### src/sv/swdtl_pkg.sv
`timescale 1ns / 1ps
// Shared types and constants for the switch debounce and toggle latch block.
// No dependencies.
package swdtl_pkg;

	localparam int SW_COUNT          = 5;
	localparam int NOW_W             = 32;
	localparam int DEBOUNCE_W        = 16;
	localparam int TIME_BITS_DEFAULT = 32;

	localparam logic [DEBOUNCE_W-1:0] DEBOUNCE_RESET = 16'd30;

	// one bit per switch; head is the most significant bit
	typedef struct packed {
		logic head;
		logic park;
		logic left;
		logic right;
		logic hazard;
	} sw_vec_t;

endpackage

### src/sv/swdtl_lane.sv
`timescale 1ns / 1ps
// One debouncer lane: sample, change time and stable level of a single switch.
// Depends on swdtl_pkg.
module swdtl_lane #(
	parameter int TIME_BITS = swdtl_pkg::TIME_BITS_DEFAULT
) (
	input  logic                             clk,
	input  logic                             arst_n,
	input  logic                             en,
	input  logic                             pressed,
	input  logic [TIME_BITS-1:0]             now,
	input  logic [swdtl_pkg::DEBOUNCE_W-1:0] debounce_ms,
	output logic                             press_event
);
	import swdtl_pkg::*;

	logic                 last_q;
	logic                 stable_q;
	logic [TIME_BITS-1:0] change_q;

	logic                 changed;
	logic [TIME_BITS-1:0] change_time;
	logic [TIME_BITS-1:0] elapsed;
	logic                 ripe;
	logic                 update;

	assign changed     = pressed != last_q;
	assign change_time = changed ? now : change_q;
	assign elapsed     = now - change_time;
	assign ripe        = elapsed >= TIME_BITS'(debounce_ms);
	assign update      = ripe && (stable_q != pressed);
	assign press_event = update && pressed;

	always_ff @(posedge clk or negedge arst_n) begin
		if (!arst_n) begin
			last_q   <= 1'b0;
			stable_q <= 1'b0;
			change_q <= '0;
		end else if (en) begin
			last_q   <= pressed;
			change_q <= change_time;
			if (update) begin
				stable_q <= pressed;
			end
		end
	end

	assert property (@(posedge clk) disable iff (!arst_n)
		press_event |-> (pressed && !stable_q))
	else $error("press event without a rising stable level");

	assert property (@(posedge clk) disable iff (!arst_n)
		(en && changed && (debounce_ms != '0)) |=> (stable_q == $past(stable_q)))
	else $error("stable level moved on a fresh change with nonzero debounce");

	assert property (@(posedge clk) disable iff (!arst_n)
		!$past(en) |-> ($stable(last_q) && $stable(stable_q)))
	else $error("lane state moved without an accepted item");

endmodule

### src/sv/swdtl_merge.sv
`timescale 1ns / 1ps
// Merge stage: applies the press events of all lanes to the latch bits.
// Depends on swdtl_pkg.
module swdtl_merge (
	input  logic              clk,
	input  logic              arst_n,
	input  logic              en,
	input  swdtl_pkg::sw_vec_t ev,
	output swdtl_pkg::sw_vec_t latch
);
	import swdtl_pkg::*;

	sw_vec_t latch_q;
	sw_vec_t latch_d;

	always_comb begin
		latch_d = latch_q;
		if (ev.head) begin
			latch_d.head = ~latch_d.head;
		end
		if (ev.park) begin
			latch_d.park = ~latch_d.park;
		end
		if (ev.hazard) begin
			if (!latch_d.hazard) begin
				latch_d.hazard = 1'b1;
				latch_d.left   = 1'b0;
				latch_d.right  = 1'b0;
			end else begin
				latch_d.hazard = 1'b0;
			end
		end
		if (!latch_d.hazard) begin
			if (ev.left) begin
				if (!latch_d.left) begin
					latch_d.left  = 1'b1;
					latch_d.right = 1'b0;
				end else begin
					latch_d.left = 1'b0;
				end
			end
			if (ev.right) begin
				if (!latch_d.right) begin
					latch_d.right = 1'b1;
					latch_d.left  = 1'b0;
				end else begin
					latch_d.right = 1'b0;
				end
			end
		end
	end

	always_ff @(posedge clk or negedge arst_n) begin
		if (!arst_n) begin
			latch_q <= '0;
		end else if (en) begin
			latch_q <= latch_d;
		end
	end

	assign latch = latch_q;

	assert property (@(posedge clk) disable iff (!arst_n)
		!(latch_q.left && latch_q.right))
	else $error("left and right latches both on");

	assert property (@(posedge clk) disable iff (!arst_n)
		$rose(latch_q.hazard) |-> (!latch_q.left && !latch_q.right))
	else $error("hazard set without clearing indicators");

	assert property (@(posedge clk) disable iff (!arst_n)
		(latch_q.hazard && $past(latch_q.hazard)) |-> (!latch_q.left && !latch_q.right))
	else $error("indicator latched while hazard on");

endmodule

### src/sv/switch_debounce_toggle_latch.sv
`timescale 1ns / 1ps
// Top level: five debouncer lanes, the latch merge stage and the output handshake.
// Depends on swdtl_pkg, swdtl_lane and swdtl_merge.
//
// Usage:
//   Input channel (in_valid/in_ready) carries one poll: five active-low switch
//   levels and a millisecond timestamp. Output channel (out_valid/out_ready)
//   carries the five latch bits after that poll.
//   cfg_we/cfg_wdata write the debounce time in ms; write only while idle.
//   Latency: the result is valid the cycle after the poll is accepted.
//   Throughput: one poll per cycle unless stalled. All five lanes compare
//   their elapsed time (one TIME_BITS subtract and compare each) in parallel,
//   and the merge stage folds the events into the latches in the same cycle.
//   Stall: the result register holds its item while out_ready is low; a new
//   poll is taken only in a cycle where the held result leaves or none waits.
//   Reset: samples, stable levels, change times and latches clear to zero,
//   debounce time returns to 30 ms, no result is pending.
module switch_debounce_toggle_latch #(
	parameter int TIME_BITS = swdtl_pkg::TIME_BITS_DEFAULT
) (
	input  logic                             clk,
	input  logic                             arst_n,
	input  logic                             cfg_we,
	input  logic [swdtl_pkg::DEBOUNCE_W-1:0] cfg_wdata,
	input  logic                             in_valid,
	output logic                             in_ready,
	input  logic                             head_level,
	input  logic                             park_level,
	input  logic                             left_level,
	input  logic                             right_level,
	input  logic                             hazard_level,
	input  logic [swdtl_pkg::NOW_W-1:0]      now_ms,
	output logic                             out_valid,
	input  logic                             out_ready,
	output logic                             head_on,
	output logic                             park_on,
	output logic                             left_on,
	output logic                             right_on,
	output logic                             hazard_on
);
	import swdtl_pkg::*;

	logic [DEBOUNCE_W-1:0] debounce_q;
	logic                  out_valid_q;
	logic                  accept;
	logic [TIME_BITS-1:0]  now_t;
	logic [SW_COUNT-1:0]   pressed;
	logic [SW_COUNT-1:0]   ev_bits;
	sw_vec_t               latch;

	generate
		if (TIME_BITS > NOW_W) begin : g_wide
			assign now_t = {{(TIME_BITS - NOW_W){1'b0}}, now_ms};
		end else if (TIME_BITS == NOW_W) begin : g_same
			assign now_t = now_ms;
		end else begin : g_narrow
			assign now_t = now_ms[TIME_BITS-1:0];
		end
	endgenerate

	assign in_ready = !out_valid_q || out_ready;
	assign accept   = in_valid && in_ready;
	assign pressed  = ~{head_level, park_level, left_level, right_level, hazard_level};

	always_ff @(posedge clk or negedge arst_n) begin
		if (!arst_n) begin
			debounce_q  <= DEBOUNCE_RESET;
			out_valid_q <= 1'b0;
		end else begin
			if (cfg_we) begin
				debounce_q <= cfg_wdata;
			end
			if (accept) begin
				out_valid_q <= 1'b1;
			end else if (out_ready) begin
				out_valid_q <= 1'b0;
			end
		end
	end

	generate
		for (genvar i = 0; i < SW_COUNT; i++) begin : g_lane
			swdtl_lane #(
				.TIME_BITS(TIME_BITS)
			) u_lane (
				.clk        (clk),
				.arst_n     (arst_n),
				.en         (accept),
				.pressed    (pressed[i]),
				.now        (now_t),
				.debounce_ms(debounce_q),
				.press_event(ev_bits[i])
			);
		end
	endgenerate

	swdtl_merge u_merge (
		.clk   (clk),
		.arst_n(arst_n),
		.en    (accept),
		.ev    (sw_vec_t'(ev_bits)),
		.latch (latch)
	);

	assign out_valid = out_valid_q;
	assign head_on   = latch.head;
	assign park_on   = latch.park;
	assign left_on   = latch.left;
	assign right_on  = latch.right;
	assign hazard_on = latch.hazard;

	assert property (@(posedge clk) disable iff (!arst_n)
		accept |=> out_valid)
	else $error("accepted item produced no result");

	assert property (@(posedge clk) disable iff (!arst_n)
		(out_valid && !out_ready) |=> (out_valid && $stable(latch)))
	else $error("held result changed under stall");

	assert property (@(posedge clk) disable iff (!arst_n)
		(out_valid && !out_ready) |-> !in_ready)
	else $error("poll taken while result blocked");

endmodule
### config.mk
export PLATFORM = sky130hd
export DESIGN_NAME = switch_debounce_toggle_latch
export DESIGN_NICKNAME = d
export VERILOG_FILES = /design/src/sv/swdtl_pkg.sv /design/src/sv/swdtl_lane.sv /design/src/sv/swdtl_merge.sv /design/src/sv/switch_debounce_toggle_latch.sv
export SDC_FILE = /design/constraint.sdc
export NUM_CORES = 1
export LEC_CHECK = 0
export BUFFER_PORTS_ARGS = -buffer_cell sky130_fd_sc_hd__buf_2
export CAP_MARGIN = 5
export CELL_PAD_IN_SITES_DETAIL_PLACEMENT = 1
export CELL_PAD_IN_SITES_GLOBAL_PLACEMENT = 1
export CORE_UTILIZATION = 30
export CTS_BUF_LIST = sky130_fd_sc_hd__clkbuf_8
export DETAILED_ROUTE_END_ITERATION = 10
export PLACE_DENSITY = 0.54
export SYNTH_ARGS = -nofsm -noshare
export SYNTH_HDL_FRONTEND = slang
export SYNTH_SLANG_ARGS = --single-unit
export TNS_END_PERCENT = 100
### constraint.sdc
create_clock -name clk -period 7.05 [get_ports clk]
set_input_delay 0.705 -clock clk [delete_from_list [all_inputs] [get_ports clk]]
set_output_delay 0.705 -clock clk [all_outputs]
set_load 0.005 [all_outputs]
==> results of run 1 <==
[stage by stage]
| stage | hold slack, ns | cells | cell area (um2) | power (mW) |
|---|---|---|---|---|
| detailed placement | 0.4656 | 3218 | 20560 | 5.444 |
| global placement | 0.4572 | 3218 | 20560 | 5.336 |
| global route | 0.2231 | 3251 | 20940 | 6.801 |
| floorplan | 0.4094 | 2376 | 19190 | 4.330 |
| finish | 0.1450 | 3253 | 20940 | 6.206 |
| CTS | 0.1773 | 3250 | 20940 | 6.284 |
[report_power, final]
group | switching, mW | leakage (nW) | internal, mW | total, mW
clock | 0.478 | 0.201 | 0.313 | 0.790
sequential | 0.157 | 2.38 | 1.35 | 1.51
combinational | 2.35 | 6.80 | 1.56 | 3.91
[cell families (layout without fill, tap and decap cells)]
logic type	Yosys count	in the layout	synth area share (%)
other cells	0	3	0
buf+inv	189	217	3.722
xor+xnor	109	109	5.013
flops	192	192	25.06
compound gates	779	779	25.23
fa+ha+maj	240	240	15.66
simple gates	716	716	17.35
mux	151	151	7.979
[metal layers]
metal / GRT usage (%) / routed length [um] / vias up
met5: 0 / 0 / -
met4: 6.672 / 1615 / 0
met3: 2.878 / 1577 / 66
met2: 39.35 / 34600 / 180
met1: 28.63 / 33020 / 8880
li1: - / - / 8719
[layout make-up]
class,count,area [um2]
Fill cell,7575,42250
Multi-Input combinational cell,1995,13760
Sequential cell,192,4810
Tap cell,846,1059
Timing Repair Buffer,92,578.1
Inverter,93,349.1
Clock buffer,17,234.0
Clock inverter,15,145.1
Antenna cell,3,7.507
[placed cells by master, fill, tap and decap left out, drive strengths merged, types with 6 or more instances in the layout]
| cell type | Yosys | layout |
|---|---|---|
| o21bai | 22 | 22 |
| xnor2 | 71 | 71 |
| nor2b | 29 | 29 |
| a21boi | 6 | 6 |
| a211o | 10 | 10 |
| nor3 | 34 | 34 |
| ha | 225 | 225 |
| or3 | 11 | 11 |
| a21o | 66 | 66 |
| o21a | 23 | 23 |
| o211ai | 24 | 24 |
| a311oi | 6 | 6 |
| maj3 | 11 | 11 |
| and3 | 17 | 17 |
| or2 | 13 | 13 |
| nand3 | 45 | 45 |
| clkbuf | 83 | 17 |
| a211oi | 22 | 22 |
| o22ai | 13 | 13 |
| dfrtp | 188 | 188 |
| buf | 13 | 92 |
| nor3b | 7 | 7 |
| and2 | 16 | 16 |
| o221ai | 10 | 10 |
| o2111ai | 14 | 14 |
| nor4 | 9 | 9 |
| inv | 93 | 96 |
| xor2 | 38 | 38 |
| nor2 | 135 | 135 |
| nand2 | 309 | 309 |
| mux2i | 135 | 135 |
| mux2 | 16 | 16 |
| a21oi | 202 | 202 |
| clkinv | 0 | 9 |
| o21ai | 261 | 261 |
| nand4 | 32 | 32 |
| a31oi | 26 | 26 |
| o31ai | 15 | 15 |
| nand2b | 39 | 39 |
[flip-flops by register name, indices dropped and copies added, names as in the netlist]
name and flops:
out_valid 1, g_lane.u_lane.last_q 5, g_lane.u_lane.stable_q 5, debounce_q 16
g_lane.u_lane.change_q 160, u_merge.latch 5
[Yosys cell counts (all sizes together), types with 7 or more instances]
master	n	share of area [%]
o21a	23	0.90
nand4	32	1.0
nor4	9	0.29
dfrtp	188	25
a211oi	22	0.89
nand3	45	1.2
and2	16	0.52
ha	225	15
mux2	16	0.94
o211ai	24	0.94
mux2i	135	7.0
buf	13	0.28
inv	93	1.8
nand2	309	6.0
nor2	135	2.6
nor3	34	0.89
o31ai	15	0.61
a31oi	26	0.85
o21ai	261	6.8
o2111ai	14	0.67
nor3b	7	0.27
a211o	10	0.46
or2	13	0.42
xnor2	71	3.3
nor2b	29	0.95
clkbuf	83	1.6
and3	17	0.55
a21o	66	2.6
o22ai	13	0.46
maj3	11	0.57
a21oi	202	5.3
o21bai	22	0.86
or3	11	0.36
o221ai	10	0.46
xor2	38	1.7
nand2b	39	1.3
[final timing paths]
kind                       slack (ns)                       endpoint  depth (start not counted)
min                              0.15        g_lane[0].u_lane.last_q                          1
max in group asynchronous        5.62  g_lane[2].u_lane.change_q[13]                          2
min reg2reg                      0.48               u_merge.latch[3]                          1
max                              0.69               u_merge.latch[2]                         29
min in group clk                 0.32                  debounce_q[1]                          3
max reg2reg                      0.69               u_merge.latch[2]                         29
==> results, run 1 <==
- The run finished with clean final reports.
- Of the cells placed in the final design, the portion with a size suffix greater than 1 is 7.488%.
- When the netlist entered floorplanning its net count stood at 2663.
- In this run, post-CTS repair resized a total of 0 instances.
- The maximum count of clock buffers along a single path is 2.
- The kind of path behind the tightest hold check is primary input to async pin.
- The buffering stage count on the worst path with inverters included is 2.
- At the pin with the least slew margin, the transition time is 1.098 ns.
- The type of element launching the critical path is a register.
- The H-tree generated during clock tree synthesis spans 4 levels.
- Clock skew on the completed layout was measured at 0.01570 ns.
- The critical path is of the register to register type.
- The largest stage delay on the critical path is 0.45 ns.
- For this design the top-level I/O count stands at 65.
- The width of the chip is 254.9 um.
- The number of buffers added on ports is 64.
- The setup slack at placement is 0.2698 ns.
- The buffers inserted during post-CTS setup optimization is 0.
- The HPWL after detailed placement is 53280 um.
- The final critical delay including setup and external delays is 6.356 ns.
- The detail-routed via count per cell is 5.486.
- For this run, design rule violations remaining after detail routing come to 0.
- The via count of the first global-routing pass is 18.74k.
- Clock latency on the worst-skew pair, taken at its later pin, is 0.60 ns.
- The first-iteration detailed-routing DRC count is 807.
- The area of the placeable core is 63200 um2.
- Of all flip-flops after synthesis, the portion carrying an async set or reset was 100.0%.
- Setup repair after global routing left no endpoint under its margin.
- The CTS tree is built.
- Synthesis handed over a netlist of 2376 instances.
- The total clock buffers created by CTS is 17.
- The post-layout worst setup margin is 0.6941 ns.
- The initial antenna violation count is 2.
- The initial utilization of the core area, before any placement, comes to 30.37%.
- The post-route antenna net violation count is 0.
- The total die area is 65000 um2.
- The count of standard-cell rows is 92.
- The pre-antenna-repair detailed-routing pass consisted of 5 iterations.
- Dividing the synthesized area by the synthesized cell count gives 8.079 um2.
- The number of pins exceeding their max-slew limit in the final report is 0.
- Across the run, the number of max-cap violations was 0.
- The routed wire length per instance is 21.77 um.
- The kind of cell with the highest combined delay on the critical path is compound AO/OA/AOI/OAI gates.
- The congestion estimate from routability-driven global placement came to 0.8454.
- The final count of hold timing violations came to 0.
- The netlist uses 84 different library cells.
- The timing-limited maximum frequency is 0.1573 GHz.
- For the final routed database, the setup TNS stands at 0 ns.
- In the finished design, the share of the clock period the worst path needs comes to 90.16%.
- The total via count in the routed design is 17.85k.
- The peak supply drop is 0.0001645 V.
- The first global-routing pass estimated 110600 um of wire.
- Clock tree synthesis selected as its root buffer the cell clkbuf_8.
- The number of setup violations in the final report is 0.
- The die is 254.9 um tall.
- The endpoint required time on the critical path is 7.54 ns.
- The hold-fix buffer count after cts is 0.
- Sequential elements use 25.06% of the synthesized area.
- The power density over the cells is 296.3 nW/um2.
- After clock tree synthesis, the clock-pin slew on the worst setup and hold paths is 0.11 ns.
- The final routed wirelength across all metal layers is 70810 um.
- The start point of the critical path is g_lane[1].u_lane.last_q.
- Along the worst path, the maximum fanout reaches 6.
- The worst path arrival time is 6.85 ns.
- The total track usage is 22.48%.
- The post-synthesis to final-layout area growth is 9.106%.
- In this design, the critical path's most frequently occurring cell is o21ai_0.
- The worst setup path is captured at a register.
- The tree built by TritonCTS fans out to 192 sinks.
- For this run, the leading register cell type out of synthesis is dfrtp_1.
- For this run, the share of the core covered by cells in the final layout is 33.14%.
- The layout net count is 2678.
- The mapped netlist covers 19190 um2.
- For this run, the number of Yosys warnings is 0.
- The number of storage elements in the synthesis netlist is 192.
- Summed over all cells, the static leakage comes to 9.381 nW.
- The startpoint identified for the worst register-to-register timing path is g_lane[1].u_lane.last_q.
- The slowest stage of the critical path belongs to the cell dfrtp_1.
- The number of enable flip-flop cells after synthesis is 0.
- The total overflow left after global routing is 0.
- The relative slew slack is 26.77%.
- Entering global routing, the biggest net connects 225 pins.
Power figures use the tool's default switching activity.
==> run 2: changes to the inputs <==
--- a/config.mk
+++ b/config.mk
@@ -15,5 +15,6 @@
 export PLACE_DENSITY = 0.54
 export SYNTH_ARGS = -nofsm -noshare
 export SYNTH_HDL_FRONTEND = slang
+export SYNTH_HIERARCHICAL = 1
 export SYNTH_SLANG_ARGS = --single-unit
 export TNS_END_PERCENT = 100
==> run 2 against run 1 <==
Design area rose by 13%. Sequential share of layout area fell by 2.6 points. Via count rose by 14%. Flip-flop and latch count did not move. Sequential power rose by 12%. Global-route usage rose by 0.33 points. Largest cell class unchanged. Largest power group unchanged.
==> results, run 2 <==
- The flow ran to the end, and the final reports show no timing, DRC or antenna violations.
- The die outline height is 271.9 um (+6.6%).
- The proportion of layout cells with a drive suffix above 1 is 11.28% (+3.8 points).
- The cell area after layout is 23570 um2 (+13%).
- The residual DRC count is 0 (unchanged).
- The global route total overflow came to 0 (unchanged).
- The worst path arrival time is 6.78 ns (-0.07 ns).
- The count of standard-cell rows was 98 (+6.5%).
- The clock latency on the worst-skew pair is 0.60 ns (about the same).
- The share of the synthesized area in the top cell type is 21.53% (-3.0 points).
- The total die area is 73900 um2 (+14%).
- The minimum setup slack among reg-to-reg paths is 0.76 ns (+0.07 ns).
- The number of I/O pins is 65 (unchanged).
- The number of pins exceeding their max-slew limit in the final report is 0 (unchanged).
- The via count of the first global-routing pass is 21.63k (+15%).
- The clock-pin slew of the registers on the worst-case setup and hold paths is 0.11 ns (about the same).
- The commonest register cell after synthesis is dfrtp_1.
- The hold-fix buffer count after cts is 0 (unchanged).
- The post-route antenna net violation count is 0 (unchanged).
- The number of instances in the synthesized netlist came to 2713 (+14%).
- The maximum number of pins on one net before global-route repair is 143 (-36%).
- The post-layout utilization of the core is 32.86% (-0.28 points).
- Leaving out fill and tap cells, the most frequent cell in the layout is a21oi_1.
- The initial antenna violation count is 4 (+2).
- The final-layout setup total negative slack is 0 ns (unchanged).
- In this run the worst setup path begins at g_lane[0].u_lane/last_q.
- The largest fanout of any net on the critical path is 28 (+22).
- The synthesized area per cell is 8.052 um2 (-0.32%).
- The global-route wire length before repair is 129800 um (+17%).
- The peak supply drop was 0.0001230 V (-25%).
- The root cell of the clock tree is clkbuf_8.
- The placer congestion estimate is 0.8583 (+1.5%).
- The final critical delay including setup and external delays is 6.289 ns (-0.06651 ns).
- The warning count from the yosys run was 6 (+6).
- The detail-routed via count per cell is 5.489 (about the same).
- The post-detailed-placement half-perimeter wirelength came to 65560 um (+23%).
- The net count of the mapped netlist is 2956 (+11%).
- The number of setup violations in the final report is 0 (unchanged).
- The first-pass iteration count of the detailed router is 5 (unchanged).
- The clock sink count is 192 (unchanged).
- The placement-stage cell area was 23190 um2 (+13%).
- The most area-hungry cell type in the Yosys netlist is dfrtp_1.
- The buffers inserted during post-CTS setup optimization was 0 (unchanged).
- The number of distinct library cell variants in the gate-level netlist after synthesis came to 111 (+32%).
- The first-iteration detailed-routing DRC count is 939 (+16%).
- The layout net count is 2969 (+11%).
- Ranked by total cell area, the synthesized netlist is headed by dfrtp_1 22%, ha_1 11%, a21oi_1 6.1%.
- The most frequent cell after synthesis is a21oi_1.
- The worst flop-to-flop path startpoint is g_lane[0].u_lane/last_q.
- The leakage power was 10.48 nW (+12%).
- The post-synthesis to final-layout area growth is 7.898%.
- The worst hold path belongs to the class primary input to async pin.
- In the layout the commonest cells are 267 x a21oi_1, 256 x nor2_1, 226 x nand2_1.
- The worst setup skew after layout is 0.01734 ns (+0.001636 ns).
- The number of storage elements in the synthesis netlist is 192 (unchanged).
- Setup repair after global routing left no endpoint under its margin.
- The post-synthesis instance area came to 21850 um2 (+14%).
- g_lane.u_lane/change_q holds more flip-flops than any other register.
- The setup path with the least slack is of type register to register.
- The final routed wirelength across all metal layers is 83030 um (+17%).
- The H-tree depth is 4 (unchanged).
- The post-cts resize count is 0 (unchanged).
- STA classifies the critical path startpoint as a register.
- The area of the placeable core came to 71730 um2 (+14%).
- The width of the chip is 271.9 um (+6.6%).
- The final count of hold timing violations is 0 (unchanged).
- The commonest cells after synthesis are 267 x a21oi_1, 256 x nor2_1, 226 x nand2_1.
- The total track usage is 22.81% (+0.33 points).
- The number of enable flip-flop cells after synthesis is 0 (unchanged).
- The total of max-cap violations was 0 (unchanged).
- The power density over the cells is 314.9 nW/um2 (+6.3%).
- The relative slew slack is 40.21% (+13 points).
- The post-route worst hold slack was 0.08541 ns (-0.05959 ns).
- The timing-limited maximum frequency was 0.1590 GHz (+1.1%).
- The post-route fraction of the period consumed by the critical path is 89.21% (-0.94 points).
- The sequential-to-total area share from yosys stat is 22.02% (-3.0 points).
- The fraction of registers with async set or reset after synthesis is 100.0% (unchanged).
- The measured slew at the worst slew-check pin is 0.8968 ns (-0.2016 ns).
- The largest registers in the layout are g_lane.u_lane/change_q x160, debounce_q x16.
- The number of flip-flops in the largest register came to 160 (unchanged).
- The initial cell density of the core is 30.46% (+0.082 points).
- The endpoint required time on the critical path is 7.54 ns (about the same).
- The CTS tree is built.
- The total via count in the routed design is 20.26k (+14%).
- The worst setup path is captured at a register.
- The number of buffers added on ports came to 64 (unchanged).
- The maximum count of clock buffers along a single path is 2 (unchanged).
- The total clock buffers created by CTS is 17 (unchanged).
- The routed wire length per instance is 22.50 um (+3.4%).
run 2: changes by cell type after synthesis, moves of 13 or more:
cell	delta
xnor2_1	+16
nor3_1	+16
ha_1	-40
o21ai_1	+13
xor2_1	+29
a21o_1	+21
a21oi_1	+65
mux2_2	+35
mux2i_1	-28
nand2_1	-83
nor2b_1	+32
o21ai_0	-120
nor2_1	+121
inv_1	+59
run 2: final cells by class:
cell class,instances,area [um2]
Antenna cell,1,2.502
Clock buffer,17,234.0
Clock inverter,15,148.9
Fill cell,8639,48160
Inverter,155,581.8
Multi-Input combinational cell,2249,15910
Sequential cell,192,4810
Tap cell,950,1189
Timing Repair Buffer,111,695.7
run 2: report_power, final:
part / leakage [nW] / total, mW / internal (mW) / switching, mW
Clock: 0.184 / 0.795 / 0.289 / 0.506
Sequential: 2.17 / 1.69 / 1.38 / 0.304
Combinational: 8.13 / 4.94 / 1.98 / 2.96
run 2: worst paths after layout:
path	end	depth (start not counted)
hold / removal	g_lane[4].u_lane/change_q[8]	1
hold reg to reg	u_merge/latch[3]	1
setup / recovery	u_merge/latch[2]	24
max in group asynchronous	g_lane[2].u_lane/last_q	2
min in group clk	out_valid	2
setup reg to reg	u_merge/latch[2]	24
run 2: per-layer routing:
| metal | global-route usage, % | share of wire [%] | vias to the layer above |
|---|---|---|---|
| met5 | 0 | 0 | - |
| met4 | 5.500 | 1.8 | 0 |
| met3 | 2.275 | 1.4 | 70 |
| met2 | 42.80 | 52 | 179 |
| met1 | 27.59 | 45 | 10120 |
| li1 | - | - | 9886 |
run 2: logic make-up (layout without fill, tap and decap cells):
group	count (synthesis)	in the layout	share of synthesized area, %
AO/OA/AOI/OAI	822	822	25.10
XOR/XNOR	161	161	6.730
adder cells (fa/ha/maj)	210	210	11.76
buffers and inverters	272	298	5.527
flip-flops	192	192	22.02
multiplexers	173	173	8.476
other	0	1	0
AND/OR/NAND/NOR	883	883	20.40
run 2: worst max-delay path: stages, from the launching register on:
cell	delay (ns)
dfrtp_1	0.49
xnor2_2	0.29
buf_4	0.38
o21ai_0	0.16
ha_1	0.26
o22ai_1	0.22
a211oi_1	0.14
nor2b_1	0.31
o21bai_1	0.18
xnor2_1	0.21
ha_1	0.26
a21oi_1	0.18
nor2b_1	0.06
a2111oi_0	0.38
a311o_1	0.27
o2111ai_1	0.11
nor4_1	0.22
o21ai_0	0.17
or4_4	0.57
nor4_4	0.30
nand4_1	0.12
and3b_1	0.21
nand2b_2	0.21
o21ba_1	0.19
a32o_1	0.26
run 2: per-stage QoR:
| stage | power (mW) | setup WS, ns | std cells |
|---|---|---|---|
| 2_1_floorplan | 5.267 | 0.6416 | 2713 |
| 3_3_place_gp | 6.523 | 0.5984 | 3657 |
| 3_5_place_dp | 6.643 | 0.4126 | 3657 |
| 4_1_cts | 7.504 | 0.7390 | 3689 |
| 5_1_grt | 8.113 | 0.1672 | 3690 |
| 6_report | 7.422 | 0.7606 | 3690 |
==> run 3: changes to the inputs <==
==> constraint.sdc (replaced) <==
create_clock -name clk -period 7.05 [get_ports clk]
set_input_delay 2.115 -clock clk [delete_from_list [all_inputs] [get_ports clk]]
set_output_delay 2.115 -clock clk [all_outputs]
set_load 0.005 [all_outputs]
==> run 3 against run 2 <==
Worst setup slack worse by 0.51 ns. Combinational power up 12%. Maximum frequency is 7.5% lower. Design area increased by 8.0%.
==> results, run 3 (synthesis gave the netlist of run 2 again) <==
- The run finished with clean final reports.
- The most common cell after layout, fill and taps aside is a21oi_1.
- STA classifies the critical path endpoint as a register.
- The total die area was 73900 um2 (unchanged).
- The measured slew at the worst slew-check pin is 0.8559 ns (-0.04088 ns).
- The residual DRC count was 0 (unchanged).
- The min-delay analysis places its worst path in the category register to register.
- The total via count in the routed design is 21.29k (+5.1%).
- The via count of the first global-routing pass is 22.13k (+2.3%).
- The total of max-cap violations is 0 (unchanged).
- The total track usage was 23.69% (+0.88 points).
- The largest fanout of any net on the critical path came to 4 (-86%).
- The count of standard-cell rows is 98 (unchanged).
- The post-detailed-placement half-perimeter wirelength is 68380 um (+4.3%).
- More flip-flops sit in one register than any other, and that register is g_lane.u_lane/change_q.
- The detail-routed via count per cell is 5.453 (-0.67%).
- The hold-fix buffer count after cts is 0 (unchanged).
- The endpoint required time on the critical path came to 7.59 ns (+0.05 ns).
- The power density over the cells is 314.8 nW/um2 (about the same).
- The number of setup violations in the final report came to 0 (unchanged).
- The relative slew slack came to 42.94% (+2.7 points).
- The number of buffers added on ports is 64 (unchanged).
- The global-route wire length before repair came to 133900 um (+3.2%).
- The peak supply drop is 0.0001270 V (+3.3%).
- The clock-pin slew of the registers on the worst-case setup and hold paths is 0.11 ns (about the same).
- The post-layout utilization of the core is 35.48% (+2.6 points).
- The global route total overflow came to 0 (unchanged).
- CTS placed an instance of clkbuf_8 at the clock tree root.
- The maximum number of pins on one net before global-route repair is 99 (-31%).
- The number of pins exceeding their max-slew limit in the final report is 0 (unchanged).
- The layout net count came to 3181 (+7.1%).
- The die outline height came to 271.9 um (unchanged).
- The clock latency on the worst-skew pair is 0.61 ns (about the same).
- The final count of hold timing violations came to 0 (unchanged).
- The largest stage delay on the critical path was 0.43 ns (-0.14 ns).
- The total power is 8.013 mW (+8.0%).
- The initial antenna violation count is 3 (-1).
- The final critical delay including setup and external delays is 6.800 ns (+0.5101 ns).
- The clock sink count is 192 (unchanged).
- The post-route worst hold slack is 0.4789 ns (+0.3934 ns).
- The area of the placeable core is 71730 um2 (unchanged).
- The final-layout setup total negative slack is 0 ns (unchanged).
- The worst path arrival time is 7.34 ns (+0.56 ns).
- The first-pass iteration count of the detailed router is 5 (unchanged).
- The proportion of layout cells with a drive suffix above 1 is 18.64% (+7.4 points).
- The worst setup skew after layout came to 0.02623 ns (+0.008894 ns).
- The width of the chip is 271.9 um (unchanged).
- The total clock buffers created by CTS is 17 (unchanged).
- The post-route antenna net violation count came to 0 (unchanged).
- The initial cell density of the core was 30.46% (unchanged).
- In the layout the commonest cells are 264 x a21oi_1, 256 x nor2_1, 250 x buf_4.
- Relative to the synthesized area, the layout overhead comes to 16.51%.
- The largest registers in the layout are g_lane.u_lane/change_q x160, debounce_q x16.
- The number of I/O pins is 65 (unchanged).
- The post-route fraction of the period consumed by the critical path is 96.45% (+7.2 points).
- The worst setup path is of the primary input to register kind.
- The final routed wirelength across all metal layers is 87260 um (+5.1%).
- The H-tree depth was 4 (unchanged).
- The cell with the largest stage delay on the worst path is or4_4.
- The number of flip-flops in the largest register is 160 (unchanged).
- The maximum count of clock buffers along a single path is 2 (unchanged).
- The first-iteration detailed-routing DRC count came to 1003 (+6.8%).
- The timing-limited maximum frequency was 0.1471 GHz (-7.5%).
- The routed wire length per instance is 22.35 um (-0.67%).
- The placer congestion estimate was 0.8861 (+3.2%).
- TritonCTS built the clock tree.
- The leakage power was 11.58 nW (+11%).
- The number of filler cells placed in the layout is 8658 (+0.22%).
- The type of element launching the critical path is a primary input.
==> run 3: changes by cell type in the layout (fill, tap and decap cells not counted), moves of 3 or more <==
cell,delta
a21oi_1,-3
a21oi_2,+3
buf_12,+7
buf_4,+204
ha_1,-3
ha_2,+3
nor4_1,-3
o21ai_0,-5
o21ai_1,+3
==> run 3: routing by layer <==
layer / part of all wire, % / global-route usage, %
met1: 49 / 32.21
met4: 2.3 / 6.904
met3: 2.2 / 2.019
met5: 0 / 0
met2: 47 / 39.77
==> run 3: final timing paths <==
check | startpoint | endpoint | slack (ns) | cells past startpoint
setup / recovery | hazard_level | u_merge/latch[2] | 0.25 | 30
hold reg to reg | u_merge/latch[4] | u_merge/latch[4] | 0.48 | 1
setup reg to reg | g_lane[0].u_lane/last_q | u_merge/latch[2] | 1.35 | 28
min in group asynchronous | arst_n | g_lane[0].u_lane/change_q[6] | 1.55 | 1
max in group asynchronous | arst_n | g_lane[1].u_lane/change_q[20] | 4.39 | 2
hold / removal | u_merge/latch[4] | u_merge/latch[4] | 0.48 | 1
==> run 3: final cells by class <==
class / instances / area (um2) / share of cell area, %
Multi-Input combinational cell: 2249 / 16110 / 63.28
Clock buffer: 18 / 247.7 / 0.9733
Tap cell: 950 / 1189 / 4.670
Clock inverter: 14 / 128.9 / 0.5063
Inverter: 155 / 585.6 / 2.301
Timing Repair Buffer: 323 / 2379 / 9.345
Sequential cell: 192 / 4810 / 18.90
Antenna cell: 3 / 7.507 / 0.02949
==> run 3: timing repair <==
item,in CTS,in global routing
endpoints found under the setup margin,0,5
buffers inserted,0,5
resized for setup,0,34
==> run 3: critical path, delay by kind of cell <==
family,cells,cell delay [ns]
AO/OA/AOI/OAI,14,2.31
XOR/XNOR,1,0.28
adder cells (fa/ha/maj),2,0.48
buffers and inverters,3,0.37
AND/OR/NAND/NOR,10,1.77
==> run 3: stage by stage <==
| stage | instance area [um2] | instances | worst slack (ns) |
|---|---|---|---|
| after floorplan | 21910 | 2713 | -0.1652 |
| after global placement | 24880 | 3864 | -0.5215 |
| after detailed placement | 24880 | 3864 | -0.6326 |
| after CTS | 25260 | 3896 | 0.01661 |
| after global routing | 25450 | 3902 | -0.05189 |
| final | 25450 | 3904 | 0.2504 |
==> run 3: power breakdown <==
group	internal, mW	switching, mW	total, mW
Sequential	1.38	0.301	1.68
Clock	0.294	0.505	0.799
Combinational	2.41	3.12	5.53
